===== config.mk =====
export PLATFORM = sky130hd
export DESIGN_NAME = sample_stream_double_buffer_feeder_top
export DESIGN_NICKNAME = d
export VERILOG_FILES = /design/src/rtl/core/sdbf_pkg.sv /design/src/rtl/core/sample_stream_double_buffer_feeder_top.sv /design/src/rtl/core/sdbf_ctrl.sv /design/src/rtl/core/sdbf_datapath.sv
export SDC_FILE = /design/constraint.sdc
export NUM_CORES = 1
export LEC_CHECK = 0
export BUFFER_PORTS_ARGS = -buffer_cell sky130_fd_sc_hd__buf_2
export CAP_MARGIN = 20
export CORE_MARGIN = 1
export CORE_UTILIZATION = 40
export CTS_CLUSTER_DIAMETER = 60
export DETAILED_ROUTE_END_ITERATION = 8
export PLACE_DENSITY = 0.57
export SETUP_SLACK_MARGIN = 0.1
export SYNTH_ARGS = -nofsm -noshare
export SYNTH_HDL_FRONTEND = slang
export SYNTH_SLANG_ARGS = --single-unit

===== constraint.sdc =====
create_clock -name clk -period 7.4 [get_ports clk]
set_input_delay 0 -clock clk [delete_from_list [all_inputs] [get_ports clk]]
set_output_delay 0 -clock clk [all_outputs]
set_load 0.005 [all_outputs]

===== src/rtl/core/sdbf_pkg.sv =====
// Shared types, constants and helper functions for the sample stream
// double-buffer feeder. No dependencies.
`timescale 1ns / 1ps

package sdbf_pkg;

  // Geometry of the per-stream rings in voice memory.
  localparam int STREAMS   = 8;
  localparam int HALF_SIZE = 2048;
  localparam int RING_BASE = 36896;

  // Field widths fixed by the item layout.
  localparam int STREAM_W = 3;
  localparam int SRC_W    = 24;
  localparam int ADDR_W   = 21;
  localparam int REM_W    = SRC_W + 1;
  localparam int HALF_W   = $clog2(HALF_SIZE);
  localparam int SIDX_W   = (STREAMS > 1) ? $clog2(STREAMS) : 1;

  // Signed width that holds the playback offset from any ring base.
  localparam int RING_END = RING_BASE + STREAMS * 2 * HALF_SIZE;
  localparam int END_W    = $clog2(RING_END + 1);
  localparam int OFF_W    = ((END_W > ADDR_W) ? END_W : ADDR_W) + 1;

  // Stream bus widths.
  localparam int IN_DATA_W  = 80;
  localparam int IN_USER_W  = 1;
  localparam int OUT_DATA_W = 64;

  // Lowest remaining count; subtraction saturates here.
  localparam logic signed [REM_W-1:0] REM_MIN = {1'b1, {(REM_W-1){1'b0}}};

  typedef enum logic [2:0] {
    PH_IDLE  = 3'd0,
    PH_PRIME = 3'd1,
    PH_KEYON = 3'd2,
    PH_PLAY  = 3'd3,
    PH_TAIL  = 3'd4,
    PH_DONE  = 3'd5
  } phase_t;

  localparam logic [1:0] VC_NONE       = 2'd0;
  localparam logic [1:0] VC_SET_REPEAT = 2'd1;
  localparam logic [1:0] VC_KEY_ON     = 2'd2;

  localparam logic [1:0] MK_NONE      = 2'd0;
  localparam logic [1:0] MK_HEAD_TAIL = 2'd1;
  localparam logic [1:0] MK_LOOP      = 2'd2;

  localparam logic [1:0] ERR_NONE    = 2'd0;
  localparam logic [1:0] ERR_INVALID = 2'd1;
  localparam logic [1:0] ERR_RANGE   = 2'd2;

  localparam logic REQ_START = 1'b1;

  typedef enum logic {
    CS_IDLE = 1'b0,
    CS_CALC = 1'b1
  } ctl_state_t;

  // Commands from the controller to the datapath.
  typedef struct packed {
    logic capture;
    logic execute;
  } sdbf_cmd_t;

  // Status from the datapath to the controller.
  typedef struct packed {
    logic out_full;
  } sdbf_stat_t;

  // Subtract one half from the remaining count, saturating at the low end.
  function automatic logic signed [REM_W-1:0] sub_half(input logic signed [REM_W-1:0] v);
    logic signed [REM_W:0] d;
    d = {v[REM_W-1], v} - (REM_W+1)'(HALF_SIZE);
    if (d[REM_W] != d[REM_W-1]) begin
      sub_half = REM_MIN;
    end else begin
      sub_half = d[REM_W-1:0];
    end
  endfunction

endpackage


===== src/rtl/core/sample_stream_double_buffer_feeder_top.sv =====
// Top level of the sample stream double-buffer feeder: controller plus datapath.
// An item passes through the input register, the step logic and the result
// register before m_tvalid rises.
// A new item is not taken until the controller has finished the capture then
// step sequence of the last one, nor while the result register is full.
// Reset (rst, synchronous, active high) puts every stream idle with zero state.
`timescale 1ns / 1ps

module sample_stream_double_buffer_feeder_top (
  input  logic                            clk,
  input  logic                            rst,
  input  logic                            s_tvalid,
  output logic                            s_tready,
  // stream[2:0], sample_start[26:3], sample_end[50:27], sample_valid[51],
  // loop_byte_is_one[52], envelope_zero[53], play_addr[74:54], zeros above
  input  logic [sdbf_pkg::IN_DATA_W-1:0]  s_tdata,
  // req_type[0]
  input  logic [sdbf_pkg::IN_USER_W-1:0]  s_tuser,
  output logic                            m_tvalid,
  input  logic                            m_tready,
  // transferred[0], write_en[1], write_half[2], write_src[26:3],
  // voice_cmd[28:27], mark_kind[30:29], mark_len[54:31], error[56:55],
  // phase_out[59:57], zeros above
  output logic [sdbf_pkg::OUT_DATA_W-1:0] m_tdata
);
  import sdbf_pkg::*;

  sdbf_cmd_t  cmd;
  sdbf_stat_t stat;

  // Sequencing of the handshake and the step.
  sdbf_ctrl u_ctrl (
    .clk      (clk),
    .rst      (rst),
    .s_tvalid (s_tvalid),
    .s_tready (s_tready),
    .stat     (stat),
    .cmd      (cmd)
  );

  // Per-stream state and step logic.
  sdbf_datapath u_datapath (
    .clk      (clk),
    .rst      (rst),
    .s_tdata  (s_tdata),
    .s_tuser  (s_tuser),
    .m_tvalid (m_tvalid),
    .m_tready (m_tready),
    .m_tdata  (m_tdata),
    .cmd      (cmd),
    .stat     (stat)
  );

endmodule


===== src/rtl/core/sdbf_ctrl.sv =====
// Controller state machine of the feeder: input handshake and sequencing.
// Depends on sdbf_pkg.
`timescale 1ns / 1ps

module sdbf_ctrl (
  input  logic               clk,
  input  logic               rst,
  input  logic               s_tvalid,
  output logic               s_tready,
  input  sdbf_pkg::sdbf_stat_t stat,
  output sdbf_pkg::sdbf_cmd_t  cmd
);
  import sdbf_pkg::*;

  ctl_state_t state, state_next;

  // State register.
  always_ff @(posedge clk) begin
    if (rst) begin
      state <= CS_IDLE;
    end else begin
      state <= state_next;
    end
  end

  // Take an item only when the result register will be free for it.
  always_comb begin
    state_next  = state;
    s_tready    = 1'b0;
    cmd.capture = 1'b0;
    cmd.execute = 1'b0;
    case (state)
      CS_IDLE: begin
        s_tready = !stat.out_full;
        if (s_tvalid && !stat.out_full) begin
          cmd.capture = 1'b1;
          state_next  = CS_CALC;
        end
      end
      CS_CALC: begin
        cmd.execute = 1'b1;
        state_next  = CS_IDLE;
      end
      default: begin
        state_next = CS_IDLE;
      end
    endcase
  end

endmodule


===== src/rtl/core/sdbf_datapath.sv =====
// Datapath of the feeder: input register, per-stream state, step logic and
// the result register. Depends on sdbf_pkg.
`timescale 1ns / 1ps

module sdbf_datapath (
  input  logic                               clk,
  input  logic                               rst,
  input  logic [sdbf_pkg::IN_DATA_W-1:0]     s_tdata,
  input  logic [sdbf_pkg::IN_USER_W-1:0]     s_tuser,
  output logic                               m_tvalid,
  input  logic                               m_tready,
  output logic [sdbf_pkg::OUT_DATA_W-1:0]    m_tdata,
  input  sdbf_pkg::sdbf_cmd_t                cmd,
  output sdbf_pkg::sdbf_stat_t               stat
);
  import sdbf_pkg::*;

  localparam logic signed [OFF_W-1:0] OFF_HALF = OFF_W'(HALF_SIZE);
  localparam logic signed [OFF_W-1:0] OFF_SPAN = OFF_W'(2 * HALF_SIZE);
  localparam logic signed [REM_W-1:0] REM_HALF = REM_W'(HALF_SIZE);
  localparam logic [SRC_W-1:0]        SRC_HALF = SRC_W'(HALF_SIZE);

  // Captured input item.
  logic                req_q;
  logic [STREAM_W-1:0] stream_q;
  logic [SRC_W-1:0]    start_q;
  logic [SRC_W-1:0]    end_q;
  logic                valid_q;
  logic                loop_q;
  logic                env_q;
  logic [ADDR_W-1:0]   paddr_q;

  // Per-stream state.
  phase_t                  phase_mem  [STREAMS];
  logic signed [REM_W-1:0] rem_mem    [STREAMS];
  logic [SRC_W-1:0]        ptr_mem    [STREAMS];
  logic                    marker_mem [STREAMS];

  // Result register.
  logic                out_valid;
  logic                transferred;
  logic                write_en;
  logic                write_half;
  logic [SRC_W-1:0]    write_src;
  logic [1:0]          voice_cmd;
  logic [1:0]          mark_kind;
  logic [SRC_W-1:0]    mark_len;
  logic [1:0]          error;
  phase_t              phase_out;

  // Step results.
  logic [SIDX_W-1:0]       sidx;
  logic                    in_range;
  phase_t                  ph, ph_play, phase_next;
  logic signed [REM_W-1:0] rem, rem_next, len;
  logic [SRC_W-1:0]        ptr, ptr_next;
  logic                    marker, marker_next;
  logic [OFF_W-1:0]        base;
  logic signed [OFF_W-1:0] off;
  logic                    do_write, wr_half;
  logic                    transferred_next, write_en_next, write_half_next;
  logic [SRC_W-1:0]        write_src_next, mark_len_next;
  logic [1:0]              voice_cmd_next, mark_kind_next, error_next;

  // Input register, loaded on each accepted transfer.
  always_ff @(posedge clk) begin
    if (cmd.capture) begin
      req_q    <= s_tuser[0];
      stream_q <= s_tdata[2:0];
      start_q  <= s_tdata[26:3];
      end_q    <= s_tdata[50:27];
      valid_q  <= s_tdata[51];
      loop_q   <= s_tdata[52];
      env_q    <= s_tdata[53];
      paddr_q  <= s_tdata[74:54];
    end
  end

  assign sidx     = SIDX_W'(stream_q);
  assign in_range = (32'(stream_q) < STREAMS);
  assign ph       = phase_mem[sidx];
  assign rem      = rem_mem[sidx];
  assign ptr      = ptr_mem[sidx];
  assign marker   = marker_mem[sidx];
  assign len      = $signed({1'b0, end_q}) - $signed({1'b0, start_q});
  assign base     = OFF_W'(RING_BASE) + (OFF_W'(sidx) << (HALF_W + 1));
  assign off      = $signed({{(OFF_W-ADDR_W){1'b0}}, paddr_q}) - $signed(base);

  // One step of the addressed stream.
  always_comb begin
    phase_next       = ph;
    rem_next         = rem;
    ptr_next         = ptr;
    marker_next      = marker;
    ph_play          = ph;
    do_write         = 1'b0;
    wr_half          = 1'b0;
    transferred_next = 1'b0;
    write_en_next    = 1'b0;
    write_half_next  = 1'b0;
    write_src_next   = '0;
    voice_cmd_next   = VC_NONE;
    mark_kind_next   = MK_NONE;
    mark_len_next    = '0;
    error_next       = ERR_NONE;
    if (in_range) begin
      if (req_q == REQ_START) begin
        if (!valid_q) begin
          phase_next = PH_IDLE;
          error_next = ERR_INVALID;
        end else begin
          voice_cmd_next   = VC_SET_REPEAT;
          mark_kind_next   = MK_HEAD_TAIL;
          mark_len_next    = len[SRC_W-1:0];
          transferred_next = 1'b1;
          write_en_next    = 1'b1;
          write_src_next   = start_q;
          ptr_next         = start_q + SRC_HALF;
          rem_next         = sub_half(len);
          marker_next      = 1'b0;
          phase_next       = PH_PRIME;
        end
      end else begin
        case (ph)
          PH_PRIME: begin
            if (rem > 0) begin
              do_write = 1'b1;
              wr_half  = 1'b1;
              rem_next = sub_half(rem);
            end
            phase_next = PH_KEYON;
          end
          PH_KEYON: begin
            voice_cmd_next = VC_KEY_ON;
            marker_next    = 1'b1;
            phase_next     = (rem <= 0) ? PH_TAIL : PH_PLAY;
          end
          PH_PLAY: begin
            ph_play    = env_q ? PH_TAIL : PH_PLAY;
            phase_next = ph_play;
            if (off >= OFF_SPAN) begin
              error_next = ERR_RANGE;
            end else if (off[HALF_W] == marker) begin
              // Refill the half that playback has just left.
              do_write    = 1'b1;
              wr_half     = (off < OFF_HALF);
              marker_next = wr_half;
              if (rem <= REM_HALF) begin
                phase_next = phase_t'(ph_play + 3'd1);
              end else begin
                rem_next = sub_half(rem);
              end
            end
          end
          PH_TAIL: begin
            phase_next = PH_DONE;
          end
          default: begin
          end
        endcase
        // Half write and its loop mark use the state before the step.
        if (do_write) begin
          transferred_next = 1'b1;
          write_en_next    = 1'b1;
          write_half_next  = wr_half;
          write_src_next   = ptr;
          ptr_next         = ptr + SRC_HALF;
          if (wr_half && (rem > REM_HALF) && !loop_q) begin
            mark_kind_next = MK_LOOP;
          end
        end
      end
    end
  end

  // Per-stream state write-back.
  always_ff @(posedge clk) begin
    if (rst) begin
      for (int i = 0; i < STREAMS; i++) begin
        phase_mem[i]  <= PH_IDLE;
        rem_mem[i]    <= '0;
        ptr_mem[i]    <= '0;
        marker_mem[i] <= 1'b0;
      end
    end else if (cmd.execute && in_range) begin
      phase_mem[sidx]  <= phase_next;
      rem_mem[sidx]    <= rem_next;
      ptr_mem[sidx]    <= ptr_next;
      marker_mem[sidx] <= marker_next;
    end
  end

  // Result valid flag.
  always_ff @(posedge clk) begin
    if (rst) begin
      out_valid <= 1'b0;
    end else if (cmd.execute) begin
      out_valid <= 1'b1;
    end else if (m_tready) begin
      out_valid <= 1'b0;
    end
  end

  // Result payload.
  always_ff @(posedge clk) begin
    if (cmd.execute) begin
      transferred <= transferred_next;
      write_en    <= write_en_next;
      write_half  <= write_half_next;
      write_src   <= write_src_next;
      voice_cmd   <= voice_cmd_next;
      mark_kind   <= mark_kind_next;
      mark_len    <= mark_len_next;
      error       <= error_next;
      phase_out   <= in_range ? phase_next : PH_IDLE;
    end
  end

  assign stat.out_full = out_valid && !m_tready;
  assign m_tvalid      = out_valid;
  assign m_tdata       = {4'b0, phase_out, error, mark_len, mark_kind, voice_cmd,
                          write_src, write_half, write_en, transferred};

endmodule


======== After elaboration in Yosys (flattened, before gate mapping) ========
Memories as Yosys holds them, arrays and structs flattened. A register that Yosys moved wholly into a read port is not among the register bits.
Cells that the tools add are included.
Widths: inputs -> output; s select.
storage, ports and cells
  register bits after elaboration ......... 137
  bits in writable memories ............... 424
  output and inout bits ................... 66
  logic and storage cells ................. 137
  memories ................................ 4
cells by class
  add/subtract/negate cells ............... 8
  $lt $le $gt $ge ......................... 6
  equal/unequal tests ..................... 7
  multiplexer cells ....................... 78
  bitwise logic cells ..................... 2
  reductions and logical operators ........ 14
memories
  name                   words  bits a word  rd ports  clocked after memory_dff  wr ports  RTL line             RTL
  u_datapath.rem_mem     8      25           1         1                         8         sdbf_datapath.sv:35  logic signed [REM_W-1:0] rem_mem [STREAMS];
  u_datapath.ptr_mem     8      24           1         1                         8         sdbf_datapath.sv:36  logic [SRC_W-1:0] ptr_mem [STREAMS];
  u_datapath.phase_mem   8      3            1         1                         8         sdbf_datapath.sv:34  phase_t phase_mem [STREAMS];
  u_datapath.marker_mem  8      1            1         1                         8         sdbf_datapath.sv:37  logic marker_mem [STREAMS];
operators by type and width
  cell                    count
  $mux 25                 9
  $mux 24                 7
  $sub 25x13->26 const B  2
  $pmux 25 s2             1
  $add 24x12->24 const B  2
  $mux 3                  15
  $mux 1                  33
  $gt 25x1->1 const B     1
  $gt 25x13->1 const B    1
  $le 25x1->1 const B     1
  $le 25x13->1 const B    1
  $reduce_or 25->1        1
  $sub 24x24->25          1
  $reduce_or 24->1        1
  $ge 22x14->1 const B    1
  $lt 22x13->1 const B    1
  $sub 22x22->22          1
  $add 16x15->17 const A  1
  $mux 2                  8
  $pmux 3 s4              1
  $pmux 1 s2              4
  $eq 3x2->1 const B      2
  $logic_and 1x1->1       4
  $add 3x1->3 const B     1
  11 further kinds        15

======== Depth between registers and ports, before layout ========
Gate-level depths: netlist (run 1).
  word-level depth ........................ 12
  gate-level depth with buffers ........... 23
  depth with buffers taken out ............ 21

======== Modules after synthesis ========
A second synthesis (run 1) with hierarchy kept.
unflattened totals
  cell total of the unflattened synthesis .. 2,155
  area, all modules ....................... 27,888.0 um2
by module, submodules not included
  module         instances  cells each  area an instance (um2)
  sdbf_datapath  1          2,149       27,826.7
  sdbf_ctrl      1          6           61.3

======== Least setup slack after synthesis (run 1) ========
OpenSTA, ideal clock, no wires.
  path type ............................... register to register
  start point ............................. register (tool-made name)
  end point ............................... memory u_datapath.rem_mem[0][19] in the netlist's numbering, data pin
  setup time .............................. 0.270 ns
  data arrival time ....................... 4.890 ns
  data required time ...................... 7.130 ns
  setup slack ............................. 2.240 ns
  stages on the path, launching flop included .. 23
  path buffers ............................ 10
  clock period less this slack ............ 5.160 ns
  cell sequence ........................... dfxtp_1 > buf_6 > buf_4 > buf_6 > buf_6 > buf_2 > buf_4 > buf_2 > buf_2 > buf_2 > mux4_2 > ha_1 > nand2_1 > or3_1 > nand2b_1 > nor3_1 > nor2_1 > ha_1 > clkbuf_1 > o21ai_0 > o31a_1 > a211oi_2 > nor2_1
RTL lines
  element           RTL line
  end: declaration  sdbf_datapath.sv:35

==> results of run 1 <==
==> metal layers <==
metal	vias up	track usage, %
met1	9904	33.9
met3	165	3.68
met5	-	0
met4	0	7.72
met2	1039	37.5
li1	8604	-
==> cells by family (layout without fill, tap and decap cells) <==
group                      count (synthesis)  in the layout  synth area share (%)
and+or+nand+nor                          721            721                  11.9
adders and majority gates                 39             39                  1.79
AOI/OAI and AO/OA                        408            408                  10.0
muxes                                    182            182                  11.3
buffers and inverters                    193            414                  3.30
DFF                                      558            558                  60.3
other                                      1              4                0.0135
xor gates and xnor gates                  42             42                  1.33
==> cells in the mapped netlist (5+ instances only) <==
library cell	count	area, sq um
edfxtp_1	553	16600
nor2_1	378	1420
o22ai_1	113	707
mux4_2	97	2180
nand2_1	97	364
a21oi_1	87	435
clkbuf_1	74	278
mux2i_1	65	651
inv_1	55	206
nand3_1	46	230
nor3_1	40	200
ha_1	38	475
o21ai_0	38	190
xnor2_1	31	272
or3_1	25	156
buf_2	22	110
nand2b_1	22	138
o21ai_1	20	100
and3_1	18	113
a31oi_1	17	106
buf_4	17	128
and2_1	15	93.8
nor3b_1	15	113
mux2_2	14	158
buf_6	13	146
a211oi_1	11	82.6
o211ai_1	11	82.6
o31ai_1	11	82.6
xor2_1	11	96.3
a21o_1	10	75.1
buf_1	10	37.5
o31a_1	9	78.8
or4_1	9	67.6
nor4_1	8	50.1
nand4_1	7	43.8
nor2_2	7	43.8
nor2b_1	7	43.8
or2_2	7	43.8
a211o_1	6	52.6
a2111oi_0	5	43.8
dfxtp_1	5	100
==> worst reg2reg max path, cell delays in order (launching register included) <==
cell	delay, ns
edfxtp_1	0.54
ha_1	0.25
ha_1	0.26
inv_1	0.04
ha_1	0.38
nand2_1	0.10
a2111oi_0	0.86
o31a_1	0.26
nor2_1	0.06
a32oi_1	0.63
nor3_2	0.22
a21boi_1	0.91
nor3_1	0.19
a211oi_2	0.63
nor2_1	0.09
==> registers in the layout, indices dropped and copies added, names as in the netlist, 2 cells and up, named ones only <==
signal / count
u_datapath.end_q: 24
u_datapath.error: 2
u_datapath.mark_len: 24
u_datapath.marker_mem: 8
u_datapath.paddr_q: 16
u_datapath.phase_mem: 24
u_datapath.phase_out: 3
u_datapath.ptr_mem: 192
u_datapath.rem_mem: 200
u_datapath.sidx: 3
u_datapath.start_q: 24
u_datapath.voice_cmd: 2
u_datapath.write_src: 24
==> power by group <==
part | internal, uW | total [uW] | leakage (uW) | switching, uW
combinational | 458 | 1300 | 0.00478 | 843
sequential | 3620 | 3710 | 0.00566 | 83.2
clock | 1750 | 3020 | 0.000974 | 1280
==> final timing paths <==
check                          startpoint                                      end  slack [ns]  depth (start not counted)
min                           s_tdata[12]          u_datapath.start_q[9]$_DFFE_PP_        0.07                          2
min reg2reg   u_datapath.loop_q$_DFFE_PP_    u_datapath.mark_kind[1]$_SDFFCE_PP0P_        0.58                          1
max          u_datapath.sidx[1]$_DFFE_PP_  u_datapath.rem_mem[1][19]$_SDFFCE_PN0P_        1.71                         14
max reg2reg  u_datapath.sidx[1]$_DFFE_PP_  u_datapath.rem_mem[1][19]$_SDFFCE_PN0P_        1.71                         14
==> final cells by class <==
cell class	instances	area (sq um)	area share (%)
inverter	57	214	0.669
timing repair buffer	245	1730	5.41
tap	931	1160	3.64
sequential	558	16700	52.3
multi-input combinational	1396	10200	31.8
clock inverter	38	393	1.23
clock buffer	74	1590	4.99
==> per-stage QoR <==
step / power [uW] / cells / util [%]
floorplan: 4610 / 2147 / -
global placement: 4990 / 3109 / 42.6
detailed placement: 5020 / 3111 / 42.6
CTS: 8050 / 3298 / 46.6
global route: 8300 / 3299 / 46.6
finish: 8030 / 3299 / 46.6
==> impl_metrics.json, run 1 <==
{
  "grt_util_all_layers_pct": 23.8,
  "avgSynthCellArea_sq_um": 12.9,
  "routed_wl_um": 84400,
  "path_buf_inv": 1,
  "netlist_instances": 2144,
  "max_stage_delay_ns": 0.90,
  "cp_common_cell": "ha_1",
  "synthesis.area_sq_um": 27700,
  "chipHeight_um": 265,
  "drt-initial-drc-count": 2113,
  "nNetsFinal": 2441,
  "wl_per_cell_um": 25.6,
  "p_per_area_nw_per_um2": 251,
  "whs_ns": 0.0742,
  "gp_congestion": 0.919,
  "core-area_sq_um": 68600,
  "layout_common_cells": "edfxtp_1, nor2_1, buf_2",
  "rsz0062_at_grt": "false",
  "cts_resized": 0,
  "n_antenna_cell": 0,
  "setup-violations-final": 0,
  "maxCapViolations": 0,
  "cts_buffers": 59,
  "area_growth_pct": 15.4,
  "crit_family": "compound AO/OA/AOI/OAI gates",
  "grt_pass1_wl_um": 124000,
  "die_w_um": 265,
  "hold_violations": 0,
  "met1Wirelength_um": 35900,
  "power_leakage_uw": 0.0114,
  "finalCritPeriodShare_pct": 76.9,
  "async_reset_ff_share_pct": 0,
  "drive_gt1_share_pct": 18.6,
  "crit_type": "flop to flop",
  "cts_tree": "done",
  "n_fill_cell": 6164,
  "hold_path_class": "input port to flop",
  "crit_path_cell_trace": "ha_1 -> ha_1 -> inv_1 -> ha_1 -> nand2_1 -> a2111oi_0 -> o31a_1 -> nor2_1 -> a32oi_1 -> nor3_2 -> a21boi_1 -> nor3_1 -> a211oi_2 -> nor2_1",
  "layout_setup_ws_ns": 1.71,
  "cts-root-buf": "clkbuf_16",
  "port_buffers": 136,
  "drc": 0,
  "cts_hold_buf": 75,
  "yosysWarnings": 0,
  "rows": 96,
  "tightest_slew_ns": 1.13,
  "grt_overflow": 0,
  "max-vdd-ir-drop_v": 0.000181,
  "clock_path_buffers": 3,
  "wl_met3_um": 7590,
  "dr_wl_met2_um": 38300,
  "antenna_found_initial": 2,
  "cp_slowest_cell": "a21boi_1",
  "ant_nets": 0,
  "highest_layer": "met4",
  "synth-edff-count": 553,
  "skew_ns": 0.0199,
  "via_per_inst": 5.98,
  "critPathLaunchType": "flop",
  "outcome": "finished clean",
  "finalInstanceArea_sq_um": 32000,
  "post_cts_buffers": 0,
  "num_vias": 19712,
  "pre_cts_slack_ns": 1.95,
  "arrival_ns": 6.03,
  "finalCriticalPeriod_ns": 5.69,
  "clock.fmax_mhz": 176,
  "yosys_register_bits": 558,
  "first_global_vias": 19187,
  "maxSlewViolCount": 0,
  "yosys_most_used_dff": "edfxtp_1",
  "cts_htree_levels": 2,
  "end_kind": "flop",
  "yosys.cell_types.count": 96,
  "finalSetupTns_ns": 0,
  "placed_area_sq_um": 29200,
  "crit_fanout": 12,
  "initial_core_util_pct": 40.4,
  "slew_headroom_pct": 24.9,
  "cts_sinks": 558,
  "die_area_sq_um": 70300,
  "num_io_pins": 151,
  "insertion_delay_ns": 0.63,
  "ys_seq_area_share_pct": 60.3,
  "drt_pass1_iterations": 5,
  "grt_max_degree": 76,
  "final_common_cell": "edfxtp_1",
  "required_ns": 7.74,
  "path_clk_slew_ns": 0.06,
  "dp_hpwl_um": 50500
}
Note: power is estimated with default switching activity, not from simulation.
==> run 2, diff against run 1 <==
--- a/config.mk
+++ b/config.mk
@@ -5,6 +5,7 @@
 export SDC_FILE = /design/constraint.sdc
 export NUM_CORES = 1
 export LEC_CHECK = 0
+export ABC_AREA = 1
 export BUFFER_PORTS_ARGS = -buffer_cell sky130_fd_sc_hd__buf_2
 export CAP_MARGIN = 20
 export CORE_MARGIN = 1
==> constraint.sdc (replaced) <==
create_clock -name clk -period 5.5 [get_ports clk]
set_input_delay 0 -clock clk [delete_from_list [all_inputs] [get_ports clk]]
set_output_delay 0 -clock clk [all_outputs]
set_load 0.005 [all_outputs]
==> impl_metrics.json, run 2 <==
{
  "outcome": "finished clean",
  "clock_path_buffers": 3,
  "synth_common_cells": "nand2_1, edfxtp_1, nor2_1",
  "num_vias": 23888,
  "crit_family": "simple AND/OR/NAND/NOR gates",
  "yosys_register_bits": 558,
  "end_kind": "flop",
  "yosys_most_used_dff": "edfxtp_1",
  "crit_fanout": 16,
  "tightest_slew_ns": 1.15,
  "ys_seq_area_share_pct": 57.0,
  "initial_core_util_pct": 40.7,
  "seqPwrFrac_pct": 44.7,
  "setup-violations-final": 0,
  "crit_type": "flop to flop",
  "routed_wl_um": 94200,
  "n_antenna_cell": 0,
  "critPathLaunchType": "flop",
  "grt_max_degree": 113,
  "synth.most_common_cell": "nand2_1",
  "num_io_pins": 151,
  "ys_top_cells_by_area": "edfxtp_1, nand2_1, nor2_1",
  "port_buffers": 136,
  "cp_slowest_cell": "fa_1",
  "rsz0062_at_grt": "false",
  "arrival_ns": 5.29,
  "multi_input_area_sq_um": 10300,
  "drc": 0,
  "drive_gt1_share_pct": 10.2,
  "antenna_found_initial": 0,
  "path_clk_slew_ns": 0.07,
  "synth-xor-area-share_pct": 0.837,
  "maxSlewViolCount": 0,
  "yosysWarnings": 0,
  "p_sw_uw": 3400,
  "drt-initial-drc-count": 2399,
  "switching_share_pct": 30.6,
  "area_growth_pct": 14.2,
  "synth_top_area_share_pct": 56.7,
  "netlist_instances": 3284,
  "cts-root-buf": "clkbuf_16",
  "chipHeight_um": 273,
  "clockPowerShare_pct": 36.1,
  "required_ns": 5.97,
  "top_regs": "u_datapath.rem_mem (200), u_datapath.ptr_mem (192)",
  "finalCritPeriodShare_pct": 87.7,
  "regMostFlops": "u_datapath.rem_mem",
  "yosys.cell_types.count": 49,
  "yosys.area_share.simple_pct": 21.7,
  "gp_congestion": 0.925,
  "ant_nets": 0,
  "placed_area_sq_um": 30800,
  "nNetsFinal": 3574,
  "synthAdderAreaFrac_pct": 1.69,
  "power.internal_uw": 7710,
  "yosysTopAreaCell": "edfxtp_1",
  "cts_sinks": 558,
  "core-area_sq_um": 72000,
  "avgSynthCellArea_sq_um": 8.93,
  "synth_top_family_by_area": "simple AND/OR/NAND/NOR gates",
  "largest_reg_flops": 200,
  "path_buf_inv": 6,
  "hold_violations": 0,
  "die_area_sq_um": 74400,
  "finalCriticalPeriod_ns": 4.82,
  "via_per_inst": 5.37,
  "first_global_vias": 23014,
  "slew_headroom_pct": 23.5,
  "max-vdd-ir-drop_v": 0.000270,
  "max_stage_delay_ns": 0.49,
  "rows": 98,
  "regArea_sq_um": 16700,
  "grt_pass1_wl_um": 140000,
  "synthMuxAreaShare_pct": 0,
  "hold_path_class": "input port to flop",
  "maxCapViolations": 0,
  "power_leakage_uw": 0.0138,
  "dp_hpwl_um": 55900,
  "final_common_cell": "nand2_1",
  "cts_htree_levels": 2,
  "synth-edff-count": 553,
  "synth-compound-area-share_pct": 10.7,
  "layout_common_cells": "nand2_1, edfxtp_1, nor2_1",
  "wl_per_cell_um": 21.2,
  "grt_util_all_layers_pct": 25.2,
  "grt_overflow": 0,
  "n_fill_cell": 6877,
  "synthesis.area_sq_um": 29300,
  "insertion_delay_ns": 0.64,
  "drt_pass1_iterations": 5,
  "comb_power_share_pct": 19.3,
  "finalSetupTns_ns": 0,
  "async_reset_ff_share_pct": 0,
  "die_w_um": 273,
  "finalInstanceArea_sq_um": 33500,
  "cts_buffers": 60,
  "cts_tree": "done",
  "p_per_area_nw_per_um2": 332,
  "clock.fmax_mhz": 207,
  "skew_ns": 0.0345
}
run 2: metrics by stage:
| step | instances | utilization [%] | hold slack (ns) | worst slack (ns) | total power, uW |
|---|---|---|---|---|---|
| 5_1_grt | 4447 | 46.5 | 0.0592 | 0.120 | 11500 |
| 3_3_place_gp | 4261 | 42.8 | 0.177 | 0.864 | 7100 |
| 2_1_floorplan | 3287 | - | 0.0724 | 1.39 | 6440 |
| 3_5_place_dp | 4261 | 42.8 | 0.178 | 0.813 | 7110 |
| 4_1_cts | 4446 | 46.5 | 0.0163 | 0.775 | 11100 |
| 6_report | 4447 | 46.5 | 0.0325 | 0.678 | 11100 |
run 2: cells by family (layout without fill, tap and decap cells):
group	count (synthesis)	count (layout)
XOR/XNOR	28	28
AND/OR/NAND/NOR	1512	1512
buffers and inverters	564	774
other	1	4
flip-flops	558	558
adder cells (fa/ha/maj)	39	39
AO/OA/AOI/OAI	582	582
run 2: worst paths after layout:
| kind | startpoint | to | slack, ns | cells after the start |
|---|---|---|---|---|
| worst max-delay path | u_datapath.start_q[0]$_DFFE_PP_ | u_datapath.rem_mem[0][16]$_SDFFCE_PN0P_ | 0.68 | 25 |
| worst min-delay path | m_tready | u_datapath.start_q[19]$_DFFE_PP_ | 0.03 | 5 |
| worst max register to register | u_datapath.start_q[0]$_DFFE_PP_ | u_datapath.rem_mem[0][16]$_SDFFCE_PN0P_ | 0.68 | 25 |
| worst min register to register | u_datapath.loop_q$_DFFE_PP_ | u_datapath.mark_kind[1]$_SDFFCE_PP0P_ | 0.55 | 1 |
run 2: power by group through the flow:
stage	sequential [uW]	clock, uW	combinational [uW]
global placement	5050	0	2050
CTS	4960	4050	2110
detailed placement	5050	0	2060
finish	4960	4010	2140
global route	4970	4200	2350
floorplan	5020	0	1420
run 2: tightest hold or removal path, cell delays in order:
cell and delay, ns:
buf_2 0.07, o21ai_0 0.07, inv_1 0.08, nand2_1 0.08, clkinv_2 0.20
run 2: cell type report:
| cell class | instances | share of cell area [%] |
|---|---|---|
| timing repair buffer | 256 | 5.39 |
| clock buffer | 77 | 4.68 |
| sequential | 558 | 49.9 |
| multi-input combinational | 2165 | 30.8 |
| clock inverter | 32 | 0.998 |
| inverter | 409 | 4.61 |
| tap | 950 | 3.55 |
run 2: what timing repair did:
item,4_1_cts,5_1_grt
buffers inserted,0,0
resized for setup,0,0
endpoints found under the hold margin,87,0
hold buffers,76,0
run 2: layer usage:
metal | vias to the layer above | wire, um | share of wire, % | GRT usage (%)
met2 | 951 | 43200 | 46 | 40.5
met4 | 0 | 3250 | 3.4 | 9.27
met1 | 11453 | 41000 | 44 | 34.6
met3 | 196 | 6740 | 7.2 | 3.29
li1 | 11288 | - | - | -
met5 | - | 0 | 0 | 0
